[src/rtl/core/svpwm_div.sv]
`default_nettype none
module svpwm_div #(
  parameter int NUM_W = 33,
  parameter int DEN_W = 16,
  parameter int TAG_W = 1
) (
  input  logic             clk,
  input  logic             rst,
  input  logic             in_valid,
  input  logic [NUM_W-1:0] num,
  input  logic [DEN_W-1:0] den,
  input  logic [TAG_W-1:0] tag,
  output logic             out_valid,
  output logic [NUM_W-1:0] quo,
  output logic [TAG_W-1:0] out_tag
);

  logic             vld   [NUM_W];
  logic [NUM_W-1:0] num_q [NUM_W];
  logic [NUM_W-1:0] quo_q [NUM_W];
  logic [DEN_W-1:0] rem_q [NUM_W];
  logic [DEN_W-1:0] den_q [NUM_W];
  logic [TAG_W-1:0] tag_q [NUM_W];

  for (genvar i = 0; i < NUM_W; i++) begin : g_stage
    logic             vin;
    logic [NUM_W-1:0] num_in;
    logic [NUM_W-1:0] quo_in;
    logic [DEN_W-1:0] rem_in;
    logic [DEN_W-1:0] den_in;
    logic [TAG_W-1:0] tag_in;
    logic [DEN_W:0]   rem_sh;
    logic [DEN_W:0]   rem_sub;
    logic             ge;
    logic [NUM_W-1:0] quo_next;

    if (i == 0) begin : g_first
      assign vin    = in_valid;
      assign num_in = num;
      assign quo_in = '0;
      assign rem_in = '0;
      assign den_in = den;
      assign tag_in = tag;
    end else begin : g_next
      assign vin    = vld[i-1];
      assign num_in = num_q[i-1];
      assign quo_in = quo_q[i-1];
      assign rem_in = rem_q[i-1];
      assign den_in = den_q[i-1];
      assign tag_in = tag_q[i-1];
    end

    assign rem_sh   = {rem_in, num_in[NUM_W-1-i]};
    assign rem_sub  = rem_sh - {1'b0, den_in};
    assign ge       = rem_sh >= {1'b0, den_in};
    assign quo_next = quo_in | (NUM_W'(ge) << (NUM_W-1-i));

    always_ff @(posedge clk) begin
      if (rst) begin
        vld[i] <= 1'b0;
      end else begin
        vld[i] <= vin;
      end
    end

    always_ff @(posedge clk) begin
      num_q[i] <= num_in;
      den_q[i] <= den_in;
      tag_q[i] <= tag_in;
      rem_q[i] <= ge ? rem_sub[DEN_W-1:0] : rem_sh[DEN_W-1:0];
      quo_q[i] <= quo_next;
    end
  end

  assign out_valid = vld[NUM_W-1];
  assign quo       = quo_q[NUM_W-1];
  assign out_tag   = tag_q[NUM_W-1];

endmodule
`default_nettype wire

[config.mk]
export PLATFORM = sky130hd
export DESIGN_NAME = svpwm_div
export DESIGN_NICKNAME = d
export VERILOG_FILES = /design/src/rtl/core/svpwm_div.sv
export SDC_FILE = /design/constraint.sdc
export NUM_CORES = 2
export LEC_CHECK = 0
export ABC_AREA = 1
export BUFFER_PORTS_ARGS = -buffer_cell sky130_fd_sc_hd__buf_4
export CORE_MARGIN = 4
export CORE_UTILIZATION = 57
export DETAILED_ROUTE_END_ITERATION = 8
export PLACE_DENSITY_LB_ADDON = 0.05
export SYNTH_ARGS = -nofsm -noshare
export SYNTH_HDL_FRONTEND = slang
export SYNTH_SLANG_ARGS = --single-unit
[constraint.sdc]
create_clock -name clk -period 1.7 [get_ports clk]
set_input_delay 0.34 -clock clk [delete_from_list [all_inputs] [get_ports clk]]
set_output_delay 0.34 -clock clk [all_outputs]
set_load 0.01 [all_outputs]
==> impl_metrics.csv <==
group,metric,value,unit
final_layout,n_antenna_cell,0,
critical_path,r2r-start,"rem_q[0][154]",
die,start_util,57.5,%
critical_path,setup.worst_path.end_class,"register",
critical_path,critical_path.top_delay_family,"simple AND/OR/NAND/NOR gates",
critical_path,path_common_cell,"nand2_1",
synthesis,avgSynthCellArea,7.86,sq um
global_routing,overflow,0,
global_routing,grt_max_degree,34,
critical_path,cp.required,2450,ps
critical_path,crit_fanout,3,
clock_network,clk_pin_slew_worst_paths,70,ps
synthesis,ys.warnings.count,0,
critical_path,crit_slowest_cell,"dfxtp_1",
timing,fmax,468,MHz
timing,clock_skew,82.4,ps
place,post-place-ws,-375,ps
timing,finalCritPeriodShare,126,%
clock_network,cts.htree.levels,4,
routing,vias,82656,
clock_network,clockBufferDepth,3,
global_routing,grt_pass1_vias,78806,
synthesis,synth.area.top_cells,"dfxtp_1, nand2_1, inv_1",
final_layout,fin_cells,15728,
die,io_pins,88,
status,status,"finished, violations left",
critical_path,reg2reg_to,"rem_q[0][174]",
power_and_ir_drop,ir_drop,0.00137,V
synthesis,ys_seq_area_share,50.5,%
flow_run,drv_cap,0,
die,chipHeight,397,um
place,routabilityCongestion,0.930,
critical_path,regToRegSetupSlack,-440,ps
routing,drt_wl_total,292000,um
clock_network,cts-buffers-inserted,202,
global_routing,antenna_found_initial,2,
clock_network,cts.sinks,2179,
routing,drc,0,
timing,slew_viol_final,0,
synthesis,synthMostInstantiatedCell,"nand2_1",
routing,drt_pass1_iterations,9,
worst_hold_path,hold-path-cell-count,2,
synthesis,syn_nets,11597,
timing,setup_viol,517,
die,die_w,397,um
synthesis,synth_area,86400,sq um
synthesis,synth-seq-cells,2179,
synthesis,async_reset_ff_share,0,%
worst_hold_path,min_from,"tag",
clock_network,clockRootBuffer,"clkbuf_16",
global_routing,track_usage,30.9,%
timing,worstMarginPinSlew,519,ps
timing,min_period,2140,ps
timing,hold_viol,0,
timing,relSlewSlack,65.3,%
final_layout,area_growth,49.5,%
power_and_ir_drop,power,224,mW
power_and_ir_drop,power.leakage,65.9,nW
die,coreArea,150000,sq um
synthesis,synth.distinct_cells,43,
synthesis,netlist_instances,10999,
global_routing,grt_first_pass_wirelength,399000,um
critical_path,r2r.worst_path.cells,12,
critical_path,slowest_delay,390,ps
synthesis,synth_top_area_share,50.5,%
timing,rsz0062_at_grt,"true",
critical_path,path_class,"reg -> reg",
synthesis,netlist_top_cells_count,"nand2_1, dfxtp_1, inv_1",
clock_network,tritoncts,"yes",
place,io_buffers,87,
routing,antenna_left,0,
synthesis,synth_edf_count,0,
synthesis,synth_largest_area_cell,"dfxtp_1",
clock_network,clk_latency,870,ps
critical_path,crit_path_start_kind,"register",
routing,viasPerCell,5.26,
critical_path,path_buf_inv,1,
final_layout,fin_util,85.9,%
final_layout,final.fill_count,7731,
critical_path,cp_cell_sequence,"ha_4 > buf_4 > nand2_1 > nand2_1 > nand2_1 > nand2_1 > a21oi_1 > nand2_1 > nand2_1 > nand2_1 > nand2_2 > nand2_1",
routing,drtIter0Drc,7581,
critical_path,cp.arrival,2890,ps
power_and_ir_drop,power_density,1740,nW/um^2
die,die_area,158000,sq um
worst_hold_path,worstHoldEndpoint,"tag_q[0][0]",
synthesis,ys.flop_type,"dfxtp_1",
die,std_cell_rows,142,
final_layout,nets,14140,
routing,wire_per_inst,18.6,um
worst_hold_path,hold_path_class,"in -> reg",
status,violations,"negative setup slack",
final_layout,drive_above_1_share,42.2,%
place,dp.cells,14809,
place,dpl.hpwl,166000,um
timing,timing.final.ws_setup,-438,ps
logic make-up after synthesis:
logic type	share of synthesized area, %
XOR/XNOR	1.93
AO/OA/AOI/OAI	2.21
adder cells (fa/ha/maj)	8.16
AND/OR/NAND/NOR	27.4
flip-flops	50.5
buffers and inverters	9.83
cells in the final DEF (no fill, tap or decap), drive strengths merged, types with 17 or more instances in the layout:
master          n
clkinvlp       23
buf          2357
clkinv         53
nor2          481
and2           24
or2            21
inv          2035
o21a           27
nand3b         67
dlygate4sd3    53
nor3           89
fa             31
o21bai         17
clkbuf        267
dfxtp        2179
xor2          145
nand4         134
bufinv         24
o21ai          22
ha            514
xnor2          45
nand3         860
nand2        3928
a21oi         287
per-layer routing:
metal / up-vias / wire (um) / global-route usage (%)
met3: 1449 / 20500 / 4.11
met1: 38374 / 113000 / 38.4
met4: 0 / 17600 / 11.8
met2: 4079 / 141000 / 54.4
met5: - / 0 / 0
li1: 38754 / - / -
power by group:
group	leakage, nW	internal [mW]	switching, mW
registers	18.2	61.2	8.12
clock network	3.41	27.0	21.2
logic	44.2	50.1	56.7
final cells by class:
type | count | area [sq um] | area share, %
sequential | 2179 | 44400 | 34.4
clock buffer | 259 | 5510 | 4.27
multi-input combinational | 6720 | 47300 | 36.6
timing repair buffer | 2419 | 20100 | 15.6
tap | 2016 | 2520 | 1.95
clock inverter | 115 | 1620 | 1.25
inverter | 2020 | 7640 | 5.91
per-stage QoR:
stage               setup TNS [ps]  hold WS (ps)  area [sq um]
floorplan                        0           310         86400
global placement            -79750           309        103000
detailed placement          -89130           312        103000
CTS                         -25830           102        121000
global route               -101480           128        129000
finish                      -65840           129        129000
worst max path at each step:
stage / slack [ps] / from / endpoint / cells after the start
after floorplan: 7 / den_q[0][282] / rem_q[0][292] / 12
after global placement: -360 / den_q[0][180] / rem_q[0][204] / 13
after detailed placement: -370 / den_q[0][180] / rem_q[0][204] / 13
after CTS: -140 / den_q[0][488] / rem_q[0][508] / 12
after global routing: -580 / den_q[0][155] / rem_q[0][174] / 13
final: -440 / rem_q[0][154] / rem_q[0][174] / 12
state kept, by name, summed over array words and instances (netlist names):
name   count
tag_q     33
quo_q    561
num_q    528
den_q    512
vld       33
rem_q    512
what timing repair did:
item,in CTS,in global routing
hold endpoints to repair,98,0
gates resized for setup,1754,1752
setup endpoints to repair,526,529
hold buffers,53,0
buffers inserted,274,183
pin swaps,460,691
gates cloned,42,20
Note: power is estimated with default switching activity, not from simulation.
