--- src/rtl/core/svpwm_pkg.sv ---
`default_nettype none
package svpwm_pkg;

  localparam int CONST_W   = 19;
  localparam int FRAC_BITS = 16;
  localparam int CAP_LOG   = 47;
  localparam int CAP_W     = 48;

  localparam logic signed [CONST_W-1:0] SQRT3_Q16      = 19'sd113512;
  localparam logic signed [CONST_W-1:0] HALF_SQRT3_Q16 = 19'sd56756;
  localparam logic signed [CONST_W-1:0] ONE_HALF3_Q16  = 19'sd98304;

  localparam logic [2:0] SECTOR_NONE = 3'd0;
  localparam logic [2:0] SECTOR_1    = 3'd1;
  localparam logic [2:0] SECTOR_2    = 3'd2;
  localparam logic [2:0] SECTOR_3    = 3'd3;
  localparam logic [2:0] SECTOR_4    = 3'd4;
  localparam logic [2:0] SECTOR_5    = 3'd5;
  localparam logic [2:0] SECTOR_6    = 3'd6;
  localparam logic [2:0] SECTOR_ALL  = 3'd7;

  typedef struct packed {
    logic [2:0] sector;
    logic       fault;
    logic       over;
  } svpwm_ctl_t;

  function automatic logic sector_active(logic [2:0] s);
    return (s != SECTOR_NONE) && (s != SECTOR_ALL);
  endfunction

endpackage
`default_nettype wire

--- src/rtl/core/svpwm_front.sv ---
`default_nettype none
module svpwm_front #(
  parameter int VOLT_WIDTH = 16,
  parameter int TICK_WIDTH = 16
) (
  input  logic                                 clk,
  input  logic                                 rst,
  input  logic                                 in_valid,
  input  logic signed [VOLT_WIDTH-1:0]         v_alpha,
  input  logic signed [VOLT_WIDTH-1:0]         v_beta,
  input  logic [VOLT_WIDTH-1:0]                bus_voltage,
  input  logic [TICK_WIDTH-1:0]                period,
  output logic                                 out_valid,
  output logic [VOLT_WIDTH+TICK_WIDTH:0]       num_x,
  output logic [VOLT_WIDTH+TICK_WIDTH:0]       num_y,
  output logic [VOLT_WIDTH+TICK_WIDTH:0]       num_z,
  output logic [VOLT_WIDTH-1:0]                den,
  output logic [2:0]                           neg,
  output svpwm_pkg::svpwm_ctl_t                ctl
);
  import svpwm_pkg::*;

  localparam int PW   = VOLT_WIDTH + CONST_W;
  localparam int NW   = VOLT_WIDTH + 17;
  localparam int MP_W = NW + TICK_WIDTH;

  logic                         v1;
  logic signed [VOLT_WIDTH-1:0] va1;
  logic signed [VOLT_WIDTH-1:0] vb1;
  logic [VOLT_WIDTH-1:0]        u1;

  logic                         v2;
  logic signed [PW-1:0]         px2;
  logic signed [PW-1:0]         pav2;
  logic signed [PW-1:0]         pa2;
  logic signed [PW-1:0]         pb2;
  logic signed [PW-1:0]         vb2;
  logic                         pos2;
  logic [VOLT_WIDTH-1:0]        u2;

  logic                         v3;
  logic signed [PW-1:0]         x3;
  logic signed [PW-1:0]         y3;
  logic signed [PW-1:0]         z3;
  svpwm_ctl_t                   ctl3;
  logic [VOLT_WIDTH-1:0]        u3;

  logic                         v4;
  logic [NW-1:0]                mx4;
  logic [NW-1:0]                my4;
  logic [NW-1:0]                mz4;
  logic [2:0]                   neg4;
  svpwm_ctl_t                   ctl4;
  logic [VOLT_WIDTH-1:0]        u4;

  logic signed [PW-1:0]         test_a;
  logic signed [PW-1:0]         test_b;
  logic [MP_W-1:0]              prod_x;
  logic [MP_W-1:0]              prod_y;
  logic [MP_W-1:0]              prod_z;

  assign test_a = pav2 - vb2;
  assign test_b = -pav2 - vb2;
  assign prod_x = MP_W'(mx4) * MP_W'(period);
  assign prod_y = MP_W'(my4) * MP_W'(period);
  assign prod_z = MP_W'(mz4) * MP_W'(period);

  always_ff @(posedge clk) begin
    if (rst) begin
      v1        <= 1'b0;
      v2        <= 1'b0;
      v3        <= 1'b0;
      v4        <= 1'b0;
      out_valid <= 1'b0;
    end else begin
      v1        <= in_valid;
      v2        <= v1;
      v3        <= v2;
      v4        <= v3;
      out_valid <= v4;
    end
  end

  always_ff @(posedge clk) begin
    va1 <= v_alpha;
    vb1 <= v_beta;
    u1  <= bus_voltage;

    px2  <= PW'(vb1) * PW'(SQRT3_Q16);
    pav2 <= PW'(va1) * PW'(SQRT3_Q16);
    pa2  <= PW'(va1) * PW'(ONE_HALF3_Q16);
    pb2  <= PW'(vb1) * PW'(HALF_SQRT3_Q16);
    vb2  <= PW'(vb1) <<< FRAC_BITS;
    pos2 <= !vb1[VOLT_WIDTH-1] && (vb1 != '0);
    u2   <= u1;

    x3          <= px2;
    y3          <= pa2 + pb2;
    z3          <= pb2 - pa2;
    ctl3.sector <= {!test_b[PW-1] && (test_b != '0), !test_a[PW-1] && (test_a != '0), pos2};
    ctl3.fault  <= (u2 == '0);
    ctl3.over   <= 1'b0;
    u3          <= u2;

    mx4  <= NW'(x3[PW-1] ? -x3 : x3);
    my4  <= NW'(y3[PW-1] ? -y3 : y3);
    mz4  <= NW'(z3[PW-1] ? -z3 : z3);
    neg4 <= {z3[PW-1], y3[PW-1], x3[PW-1]};
    ctl4 <= ctl3;
    u4   <= u3;

    num_x <= prod_x[MP_W-1:FRAC_BITS];
    num_y <= prod_y[MP_W-1:FRAC_BITS];
    num_z <= prod_z[MP_W-1:FRAC_BITS];
    neg   <= neg4;
    ctl   <= ctl4;
    den   <= u4;
  end

endmodule
`default_nettype wire

--- config.mk ---
export PLATFORM = sky130hd
export DESIGN_NAME = svpwm_front
export DESIGN_NICKNAME = d
export VERILOG_FILES = /design/src/rtl/core/svpwm_pkg.sv /design/src/rtl/core/svpwm_front.sv
export SDC_FILE = /design/constraint.sdc
export NUM_CORES = 2
export LEC_CHECK = 0
export BUFFER_PORTS_ARGS = -buffer_cell sky130_fd_sc_hd__buf_2
export CAP_MARGIN = 40
export CORE_UTILIZATION = 53
export CTS_CLUSTER_DIAMETER = 50
export DETAILED_ROUTE_END_ITERATION = 8
export PLACE_DENSITY = 0.69
export SKIP_CTS_REPAIR_TIMING = 1
export SLEW_MARGIN = 20
export SYNTH_ARGS = -nofsm -noshare
export SYNTH_HDL_FRONTEND = slang
export SYNTH_SLANG_ARGS = --single-unit
--- constraint.sdc ---
create_clock -name clk -period 13.84 [get_ports clk]
set_input_delay 2.076 -clock clk [delete_from_list [all_inputs] [get_ports clk]]
set_output_delay 2.076 -clock clk [all_outputs]
set_load 0.05 [all_outputs]
==> qor_table.md <==
| Metric | Value |
|:---|:---|
| Status | completed |
| Hold Crit Depth | 0 |
| HPWL after detailed placement | 136 mm |
| Die width | 369 um |
| Slack of the worst reg-to-reg path | 6160 ps |
| FP Rows | 134 |
| Fraction of the yosys area taken by sequential cells | 0.137 |
| Gpl congestion | 0.896 |
| Share of the synthesized area in the top cell type | 0.406 |
| Hold worst-path end | u4[14] |
| Top delay family on crit path | adder cells |
| Via count of the first global-routing pass | 54,600 |
| Height of the die | 369 um |
| Area of the multi-input gates | 53,800 um^2 |
| Relative max-transition margin | 0.384 |
| Number of vias per cell | 5.33 |
| Asr flop ratio synth | 0 |
| Worst setup EP type | flip-flop |
| Syn_nets | 9,758 |
| # DRC | 0 |
| Largest fanout on the critical path | 47 |
| Total iterations of the first detailed-routing run | 8 |
| Number of sinks driven by the clock tree | 487 |
| Cell types with the highest counts after synthesis | 1,747 x sky130_fd_sc_hd__inv_1, 1,443 x sky130_fd_sc_hd__fa_1, 966 x sky130_fd_sc_hd__nand2_1 |
| Final clock skew | 58.2 ps |
| Grt ovf | 0 |
| Library cell appearing most often on the critical path | sky130_fd_sc_hd__fa_1 |
| Clock H-tree levels | 3 |
| Prevailing post-synth register cell | sky130_fd_sc_hd__dfxtp_1 |
| Initial antenna violation count | 8 |
| Max Freq | 103 MHz |
| CTS Buf Count | 75 |
| Startpoint kind of the worst setup timing path | primary input |
| Maximum number of pins on one net before global-route repair | 67 |
| Maximum single-stage delay on the critical path | 680 ps |
| Crit path buf inv count | 5 |
| Cell area after technology mapping | 71,200 um^2 |
| Antenna violation net count after detailed routing | 0 |
| Number of buffers added on ports | 189 |
| Mean routed wirelength per cell | 18.4 um |
| Count of synthesis-stage warnings from yosys | 0 |
| Pins over their slew limit | 0 |
| Worst-skew pair later-pin latency | 690 ps |
| Classification of the worst-slack hold path | flip-flop to flip-flop |
| Ordered cell list for the critical path | buf_2, buf_4, buf_4, nand2_1, fa_1, fa_1, fa_1, inv_1, fa_1, fa_1, fa_1, ha_1, and3_1, o2111ai_1, nand4b_1, a21boi_0, a21oi_1, o31ai_1, buf_4, o211a_1, o21a_1, o211ai_1, nor2b_1, xnor2_1 |
| Clock-pin slew of the registers on the worst-case setup and hold paths | 60 ps |
| Post-synth EDFFs | 0 |
| Ranking of synthesized cells by area | sky130_fd_sc_hd__fa_1 41%, sky130_fd_sc_hd__dfxtp_1 14%, sky130_fd_sc_hd__ha_1 12% |
| Max-Cap Viols | 0 |
| CORE AREA | 133,000 um^2 |
| Clock tree from TritonCTS | built |
| Maximum clock insertion buffer count | 3 |
| Worst reg-to-reg path cell count | 25 |
| TNS Setup | 0 ps |
| Startpoint of the most critical register-to-register path | my4[9] |
| Vias | 50,200 |
| Period utilisation layout | 0.698 |
| Hold wc startpoint | u3[14] |
| Data arrival time of the worst path | 10,240 ps |
| Worst setup path category | primary input to flip-flop |
| Layout overhead on the synthesized area | 7.42% |
| Fill cell count | 11,800 |
| Cells after Synth | 7,564 |
| Most frequent cell after synthesis | sky130_fd_sc_hd__inv_1 |
| Leading area contributor after synthesis | sky130_fd_sc_hd__fa_1 |
| Unrepaired setup endpoints after global routing | no |
| Cell at the root of the clock tree | sky130_fd_sc_hd__clkbuf_16 |
| Destination of the worst register-to-register timing path | num_y[30] |
| Count of nets after finishing | 9,796 |
| Count of distinct cell types in the synthesized netlist | 80 |
| Avg Cell Area, Syn | 9.41 um^2 |
| Reg area | 9750 um^2 |
| Minimum clock period | 9660 ps |
| I/O pin count | 191 |
| Final Hold Viols | 0 |
| Synthesized flop and latch total | 487 |
| GRT Resource Usage Total | 0.267 |
| Initial DRC Count | 3,061 |
| Starting density of the core | 0.534 |
| Final routed wirelength across all metal layers | 174 mm |
| Number of failing setup endpoints in the final timing report | 0 |
| Wire length of the first global-routing pass | 287 mm |
| Cell with the biggest individual delay on the critical path | sky130_fd_sc_hd__a21boi_0 |
| Area of the die | 136,000 um^2 |
| Layout cell share with drive strength beyond 1 | 0.0538 |
| Worst slew pin tran | 923 ps |
| Data required time at the worst endpoint | 14,410 ps |
[through the flow]
| step | instances | setup slack [ps] | utilization | hold WS (ps) | area [um^2] |
|---|---|---|---|---|---|
| 2_1_floorplan | 7564 | 5200 | - | 310 | 71200 |
| 3_3_place_gp | 9277 | 3730 | 0.552 | 310 | 73600 |
| 3_5_place_dp | 9281 | 3730 | 0.552 | 312 | 73700 |
| 4_1_cts | 9420 | 4430 | 0.572 | 327 | 76300 |
| 5_1_grt | 9432 | 3870 | 0.573 | 328 | 76500 |
| 6_report | 9433 | 4180 | 0.573 | 325 | 76500 |
[how the worst max path moves through the flow]
stage	cells after the start	end	slack, ps	startpoint
floorplan	24	num_z[31]	5200	period[1]
global placement	27	num_y[31]	3730	period[7]
detailed placement	25	num_x[31]	3730	period[1]
CTS	25	num_x[31]	4430	period[1]
global route	26	num_y[31]	3870	period[1]
finish	24	num_y[30]	4180	period[1]
[cells in the final DEF (no fill, tap or decap), types with 13 or more instances in the layout]
cell	synthesis	layout
sky130_fd_sc_hd__inv_1	1747	1747
sky130_fd_sc_hd__a31oi_1	21	21
sky130_fd_sc_hd__xnor2_1	223	223
sky130_fd_sc_hd__nor2_1	142	142
sky130_fd_sc_hd__a21o_1	57	57
sky130_fd_sc_hd__and3_1	14	14
sky130_fd_sc_hd__nor4_1	13	13
sky130_fd_sc_hd__nand2_1	966	966
sky130_fd_sc_hd__buf_2	1	188
sky130_fd_sc_hd__nor2b_1	34	34
sky130_fd_sc_hd__o21a_1	41	41
sky130_fd_sc_hd__nand2b_1	36	36
sky130_fd_sc_hd__or3_1	26	26
sky130_fd_sc_hd__o211ai_1	16	16
sky130_fd_sc_hd__and2_1	612	612
sky130_fd_sc_hd__nand4_1	27	27
sky130_fd_sc_hd__buf_4	1	41
sky130_fd_sc_hd__nor3_1	59	59
sky130_fd_sc_hd__o21bai_1	38	38
sky130_fd_sc_hd__xor2_1	60	60
sky130_fd_sc_hd__clkbuf_16	0	75
sky130_fd_sc_hd__o31ai_1	35	35
sky130_fd_sc_hd__nand3_1	32	32
sky130_fd_sc_hd__ha_1	684	684
sky130_fd_sc_hd__a21oi_1	191	191
sky130_fd_sc_hd__o21ai_0	96	96
sky130_fd_sc_hd__dfxtp_1	487	486
sky130_fd_sc_hd__a211oi_1	13	13
sky130_fd_sc_hd__fa_1	1443	1443
[metal layers]
metal	part of all wire	up-vias	GRT usage	routed length, um
met3	0.066	359	0.0423	11500
li1	-	22700	-	-
met5	0.000075	-	0	13
met4	0.039	2	0.102	6730
met1	0.40	25600	0.337	69000
met2	0.50	1578	0.462	86500
[final cells by class]
type	count	area share
antenna	1	0.0000327
clock buffer	87	0.0260
clock inverter	52	0.00826
inverter	1747	0.0857
multi-input combinational	5046	0.704
sequential	487	0.127
tap	1768	0.0289
timing repair buffer	245	0.0198
[cells by family (layout without fill, tap and decap cells)]
logic type	Yosys count	count (layout)	synth area share
mux	10	10	0.00144
other cells	1	2	0.0000527
compound gates	608	608	0.0557
flops	487	487	0.137
xor+xnor	283	283	0.0348
buf+inv	2031	2131	0.107
fa+ha+maj	2127	2127	0.526
simple gates	2017	2017	0.138
[registers in the layout, indices dropped and copies added (netlist names), 18 cells and up]
name,count
mx4,30
my4,30
mz4,30
num_x,33
num_y,33
num_z,33
pa2,19
pav2,30
pb2,29
x3,31
y3,19
z3,18
Power is left out: the tool's default activity adds up to more than one toggle a clock period on the data nets, which glitch-free logic cannot reach.
