--- config.mk ---
export PLATFORM = sky130hd
export DESIGN_NAME = svpwm_mid
export DESIGN_NICKNAME = d
export VERILOG_FILES = /design/src/rtl/core/svpwm_pkg.sv /design/src/rtl/core/svpwm_mid.sv
export SDC_FILE = /design/constraint.sdc
export NUM_CORES = 2
export LEC_CHECK = 0
export ABC_AREA = 1
export ABC_CLOCK_PERIOD_IN_PS = 5050
export CAP_MARGIN = 10
export CORE_ASPECT_RATIO = 0.5
export CORE_UTILIZATION = 45
export CTS_CLUSTER_DIAMETER = 120
export DETAILED_ROUTE_END_ITERATION = 8
export DONT_BUFFER_PORTS = 1
export GPL_TIMING_DRIVEN = 0
export PLACE_DENSITY = 0.64
export SLEW_MARGIN = 20
export SYNTH_ARGS = -nofsm -noshare
export SYNTH_HDL_FRONTEND = slang
export SYNTH_SLANG_ARGS = --single-unit
--- constraint.sdc ---
create_clock -name clk -period 5.05 [get_ports clk]
set_input_delay 0.2525 -clock clk [delete_from_list [all_inputs] [get_ports clk]]
set_output_delay 0.2525 -clock clk [all_outputs]
set_load 0.005 [all_outputs]
--- src/rtl/core/svpwm_pkg.sv ---
`default_nettype none
package svpwm_pkg;

  localparam int CONST_W   = 19;
  localparam int FRAC_BITS = 16;
  localparam int CAP_LOG   = 47;
  localparam int CAP_W     = 48;

  localparam logic signed [CONST_W-1:0] SQRT3_Q16      = 19'sd113512;
  localparam logic signed [CONST_W-1:0] HALF_SQRT3_Q16 = 19'sd56756;
  localparam logic signed [CONST_W-1:0] ONE_HALF3_Q16  = 19'sd98304;

  localparam logic [2:0] SECTOR_NONE = 3'd0;
  localparam logic [2:0] SECTOR_1    = 3'd1;
  localparam logic [2:0] SECTOR_2    = 3'd2;
  localparam logic [2:0] SECTOR_3    = 3'd3;
  localparam logic [2:0] SECTOR_4    = 3'd4;
  localparam logic [2:0] SECTOR_5    = 3'd5;
  localparam logic [2:0] SECTOR_6    = 3'd6;
  localparam logic [2:0] SECTOR_ALL  = 3'd7;

  typedef struct packed {
    logic [2:0] sector;
    logic       fault;
    logic       over;
  } svpwm_ctl_t;

  function automatic logic sector_active(logic [2:0] s);
    return (s != SECTOR_NONE) && (s != SECTOR_ALL);
  endfunction

endpackage
`default_nettype wire

--- src/rtl/core/svpwm_mid.sv ---
`default_nettype none
module svpwm_mid #(
  parameter int QUO_W      = 33,
  parameter int TIME_W     = 33,
  parameter int TICK_WIDTH = 16
) (
  input  logic                             clk,
  input  logic                             rst,
  input  logic                             in_valid,
  input  logic [QUO_W-1:0]                 q_x,
  input  logic [QUO_W-1:0]                 q_y,
  input  logic [QUO_W-1:0]                 q_z,
  input  logic [2:0]                       neg,
  input  svpwm_pkg::svpwm_ctl_t            ctl,
  input  logic [TICK_WIDTH-1:0]            period,
  output logic                             out_valid,
  output logic [TIME_W+TICK_WIDTH-1:0]     num_1,
  output logic [TIME_W+TICK_WIDTH-1:0]     num_2,
  output logic [TIME_W:0]                  den,
  output logic signed [TIME_W:0]           t_1,
  output logic signed [TIME_W:0]           t_2,
  output logic [1:0]                       neg_out,
  output svpwm_pkg::svpwm_ctl_t            ctl_out
);
  import svpwm_pkg::*;

  localparam int SW   = (QUO_W > CAP_W) ? QUO_W : CAP_W;
  localparam int MP_W = TIME_W + TICK_WIDTH;

  function automatic logic signed [TIME_W:0] signed_time(logic [QUO_W-1:0] q, logic n);
    logic [SW-1:0]            e;
    logic signed [TIME_W:0]   s;
    e = SW'(q);
    if (e > (SW'(1) << CAP_LOG)) begin
      e = SW'(1) << CAP_LOG;
    end
    s = $signed({1'b0, TIME_W'(e)});
    return n ? -s : s;
  endfunction

  logic                     v1, v2, v3, v4;
  logic signed [TIME_W:0]   x1, y1, z1;
  svpwm_ctl_t               ctl1, ctl2, ctl3, ctl4;
  logic signed [TIME_W:0]   t1_2, t2_2, t1_3, t2_3, t1_4, t2_4;
  logic signed [TIME_W+1:0] sum3;
  logic signed [TIME_W+1:0] sum4;
  logic [TIME_W-1:0]        a1_4, a2_4;
  logic [1:0]               n4;
  logic signed [TIME_W:0]   t1_next, t2_next;
  logic signed [TIME_W+1:0] sum_next;
  logic signed [TIME_W+1:0] per_s;
  logic                     over_next;

  always_comb begin
    unique case (ctl1.sector)
      SECTOR_1: begin
        t1_next = z1;
        t2_next = y1;
      end
      SECTOR_2: begin
        t1_next = y1;
        t2_next = -x1;
      end
      SECTOR_3: begin
        t1_next = -z1;
        t2_next = x1;
      end
      SECTOR_4: begin
        t1_next = -x1;
        t2_next = z1;
      end
      SECTOR_5: begin
        t1_next = x1;
        t2_next = -y1;
      end
      SECTOR_6: begin
        t1_next = -y1;
        t2_next = -z1;
      end
      SECTOR_NONE, SECTOR_ALL: begin
        t1_next = '0;
        t2_next = '0;
      end
    endcase
  end

  assign sum_next  = (TIME_W+2)'(t1_2) + (TIME_W+2)'(t2_2);
  assign per_s     = $signed((TIME_W+2)'(period));
  assign over_next = sector_active(ctl2.sector) && !ctl2.fault && (sum_next > per_s);

  always_ff @(posedge clk) begin
    if (rst) begin
      v1        <= 1'b0;
      v2        <= 1'b0;
      v3        <= 1'b0;
      v4        <= 1'b0;
      out_valid <= 1'b0;
    end else begin
      v1        <= in_valid;
      v2        <= v1;
      v3        <= v2;
      v4        <= v3;
      out_valid <= v4;
    end
  end

  always_ff @(posedge clk) begin
    x1   <= signed_time(q_x, neg[0]);
    y1   <= signed_time(q_y, neg[1]);
    z1   <= signed_time(q_z, neg[2]);
    ctl1 <= ctl;

    t1_2 <= t1_next;
    t2_2 <= t2_next;
    ctl2 <= ctl1;

    t1_3 <= t1_2;
    t2_3 <= t2_2;
    sum3 <= sum_next;
    ctl3 <= '{sector: ctl2.sector, fault: ctl2.fault, over: over_next};

    a1_4 <= TIME_W'(t1_3[TIME_W] ? -t1_3 : t1_3);
    a2_4 <= TIME_W'(t2_3[TIME_W] ? -t2_3 : t2_3);
    n4   <= {t2_3[TIME_W], t1_3[TIME_W]};
    t1_4 <= t1_3;
    t2_4 <= t2_3;
    sum4 <= sum3;
    ctl4 <= ctl3;

    num_1   <= MP_W'(a1_4) * MP_W'(period);
    num_2   <= MP_W'(a2_4) * MP_W'(period);
    den     <= sum4[TIME_W:0];
    t_1     <= t1_4;
    t_2     <= t2_4;
    neg_out <= n4;
    ctl_out <= ctl4;
  end

endmodule
`default_nettype wire

==> summary.md <==
| Metric | Value |
|---|---|
| Post-Layout Cell Count | `between 10000 and 15000` |
| Max Slew Vio Count | `0` |
| TritonCTS clock tree | `done` |
| Initial antenna violation count | `10` |
| First-pass GRT wire length | `between 300000 and 400000 um` |
| DIE AREA | `about 130000 um^2` |
| Total CTS buffers | `61` |
| Worst setup SP type | `flop` |
| Layout cells sized above 1 | `0.1708` |
| CTS Sinks | `about 670` |
| Final hold slack | `about 30 ps` |
| WL final | `about 230000 um` |
| Starting Density | `0.4552` |
| Final period util | `1.159` |
| Cell mode on critical path | `fa_1` |
| Distinct cells, synth | `between 60 and 70` |
| Fmax | `approximately 170 MHz` |
| Syn Area/Cell | `a little under 8 um^2` |
| Max cap viols | `0` |
| Detailed-route via count | `~53000` |
| Final GP Congestion | `~1.0` |
| Clock root buffer | `clkbuf_16` |
| Hold Path Class | `input pin to flop` |
| Chip Width | `approximately 520 um` |
| CP Capture Type | `flop` |
| Crit path kind | `flop to flop` |
| Via density | `5.247` |
| Worst EP required | `around 5700 ps` |
| Number of port buffers | `0` |
| Die Height | `260.2 um` |
| Vias in the first global route | `51980` |
| Failing checks | `DRC, setup timing` |
| Synthesized cell area | `approximately 60000 um^2` |
| Yosys warning total | `0` |
| Antenna Nets Post-Route | `0` |
| Routed length per instance | `about 23 um` |
| Worst-Skew Late Latency | `700 ps` |
| Worst Skew | `25.70 ps` |
| CP cell instances | `buf_8, clkbuf_16, nand2_4, fa_1, inv_1, fa_1, inv_2, fa_1, inv_2, fa_1, fa_1, inv_2, fa_2, inv_2, ha_4, a21oi_4, o21a_1, o211ai_1, buf_4, a21oi_2, buf_6, nor2_4, nor2_2, xnor2_1` |
| Final Hold Viols | `0` |
| Final min period | `5853 ps` |
| Crit path DAT | `roughly 6500 ps` |
| Cells after Synth | `7641` |
| Initial DRC count | `4800` |
| Worst Path Max Fanout | `5` |
| Core area | `roughly 130000 um^2` |
| Top delay family on crit path | `adder cells` |
| WP buf/inv | `9` |
| H-tree lvl count | `2` |
| Final #Nets | `between 9000 and 10000` |
| DRT Pass-1 Iters | `8` |
| Largest net degree at the start of global routing | `18` |
| Maximum clock insertion buffer count | `3` |
| Slew HR | `0.1457` |
| WP depth | `24` |
| GRT Total Usage | `0.3283` |
| Number of cells after detailed placement | `9417` |
| HPWL after DPL | `between 150000 and 200000 um` |
| Synthesized Nets | `a little under 9000` |
| Worst slew pin tran | `1281 ps` |
| Remaining DRCs | `12` |
| Synthesized flop and latch total | `between 600 and 700` |
| Min-Delay Path Depth | `5` |
| RSZ-0062 raised after global routing | `yes` |
| Boundary Pins | `334` |
| Slowest stage delay, CP | `~600 ps` |
| Dpl ws | `-1597 ps` |
| Worst R2R Path Depth | `24` |
| CTS clock-pin slew for the worst setup and hold paths | `70 ps` |
| Total gr overflow | `0` |
| Crit path max-delay cell type | `fa_2` |
| Final setup margin | `-802.8 ps` |
| Area Growth Syn to Fin | `24.66%` |
| Status | `finished with violations` |
| Sequential area share after synthesis | `0.2222` |
| Rows | `94` |
| Final Setup Violations | `75` |
## registers in the layout, indices dropped and copies added, names as in the netlist, 34 cells and up
name,cells
den,34
x1,34
z1,34
t1_3,34
num_2,49
t1_2,34
num_1,49
sum4,34
t2_3,34
sum3,34
t2_2,34
y1,34
## final timing paths
| check | slack [ps] | from | end |
|---|---|---|---|
| worst max-delay path | -800 | a2_4[7] | num_2[39] |
| worst min-delay path | 30 | q_z[7] | z1[13] |
| worst max register to register | -800 | a2_4[7] | num_2[39] |
| worst min register to register | 320 | t1_4[9] | t_1[9] |
## cell families (layout without fill, tap and decap cells)
| kind of cell | after synthesis | after routing | share of synthesized area |
|---|---|---|---|
| AND/OR/NAND/NOR | 2836 | 2836 | 0.1944 |
| buffers and inverters | 2119 | 2712 | 0.1329 |
| adder cells (fa/ha/maj) | 1165 | 1165 | 0.3511 |
| flip-flops | 666 | 666 | 0.2222 |
| AO/OA/AOI/OAI | 534 | 534 | 0.05258 |
| XOR/XNOR | 321 | 321 | 0.04685 |
| other | 0 | 4 | 0 |
## cells in the mapped netlist (all sizes together)
cell / number / area share
clkinv: 1 / 0.000062
a21o: 16 / 0.0020
xnor2: 92 / 0.013
and2: 5 / 0.00052
nand2: 1896 / 0.12
nand3b: 20 / 0.0025
ha: 300 / 0.063
o31ai: 8 / 0.0011
dfxtp: 666 / 0.22
a2111oi: 1 / 0.00015
nand3: 199 / 0.017
or3: 2 / 0.00021
o21ai: 191 / 0.016
or2: 16 / 0.0017
inv: 1816 / 0.11
o221ai: 3 / 0.00044
o221a: 1 / 0.00019
xor2: 229 / 0.033
a221oi: 15 / 0.0022
buf: 49 / 0.0035
a21oi: 160 / 0.014
nor4: 34 / 0.0036
nor3: 89 / 0.0089
and3: 6 / 0.00063
o41ai: 2 / 0.00029
and3b: 1 / 0.00015
o211ai: 15 / 0.0019
clkbuf: 253 / 0.016
o2111ai: 21 / 0.0031
o21bai: 18 / 0.0023
o211a: 1 / 0.00017
o21a: 7 / 0.00088
a31oi: 30 / 0.0031
a2bb2oi: 1 / 0.00015
nor2: 507 / 0.033
o22ai: 30 / 0.0031
fa: 865 / 0.29
a22oi: 2 / 0.00025
o311ai: 1 / 0.00015
a21boi: 4 / 0.00056
nand4: 61 / 0.0064
a211oi: 7 / 0.00088
## per-stage QoR
stage	TNS [ps]	util	instance area [um^2]
2_1_floorplan	-289.8	-	61890
3_3_place_gp	-90250	0.4863	64110
3_5_place_dp	-89530	0.4863	64120
4_1_cts	-29890	0.5490	72380
5_1_grt	-46330	0.5674	74800
6_report	-38640	0.5674	74810
## cell usage in the layout (no fill, tap or decap), types with 41 or more instances in the layout
master / netlist / layout
nand4_1: 61 / 61
nor3_1: 76 / 68
a21oi_2: 3 / 41
nand3_1: 194 / 176
o21ai_0: 163 / 125
clkbuf_1: 253 / 91
xnor2_1: 92 / 86
dlygate4sd3_1: 0 / 188
clkbuf_8: 0 / 42
fa_2: 0 / 63
buf_4: 3 / 220
nand2_2: 10 / 96
buf_6: 0 / 86
inv_2: 11 / 129
ha_1: 300 / 231
dfxtp_1: 666 / 613
nor2_1: 488 / 413
nand2_4: 3 / 58
xor2_1: 229 / 223
clkbuf_16: 0 / 118
ha_4: 0 / 63
nand2_1: 1883 / 1734
a21oi_1: 157 / 95
fa_1: 865 / 802
inv_1: 1805 / 1682
nor2_4: 5 / 53
## metal layers
layer	routed length (um)	vias up	GRT usage
met5	39	-	0
met4	11770	6	0.1491
met3	25760	539	0.08208
met2	101900	2539	0.5242
met1	87140	25800	0.4207
li1	-	23670	-
## final cells by class
class	count	area, um^2
clock buffers	80	1699
multi-input cells	4856	42260
well taps	1776	2222
plain buffers	277	3079
repair buffers	503	4808
inverters	1817	6843
flip-flops and latches	666	13450
diodes	4	10.01
clock inverters	35	444.2
fillers	12040	57030
## what timing repair did
action                                 4_1_cts  5_1_grt
hold buffers                               188        0
buffers inserted                           172      130
setup endpoints to repair                   82       77
pin swaps                                  220      322
gates cloned                                11        7
endpoints found under the hold margin      111        0
resized for setup                          616      512
## tightest hold or removal path, delay by kind of cell
| kind | cells | cell delay, ps |
|---|---|---|
| xor gates and xnor gates | 1 | 150 |
| and+or+nand+nor | 3 | 210 |
| AOI/OAI and AO/OA | 1 | 90 |
Power is left out: the tool's default activity adds up to more than one toggle a clock period on the data nets, which glitch-free logic cannot reach.
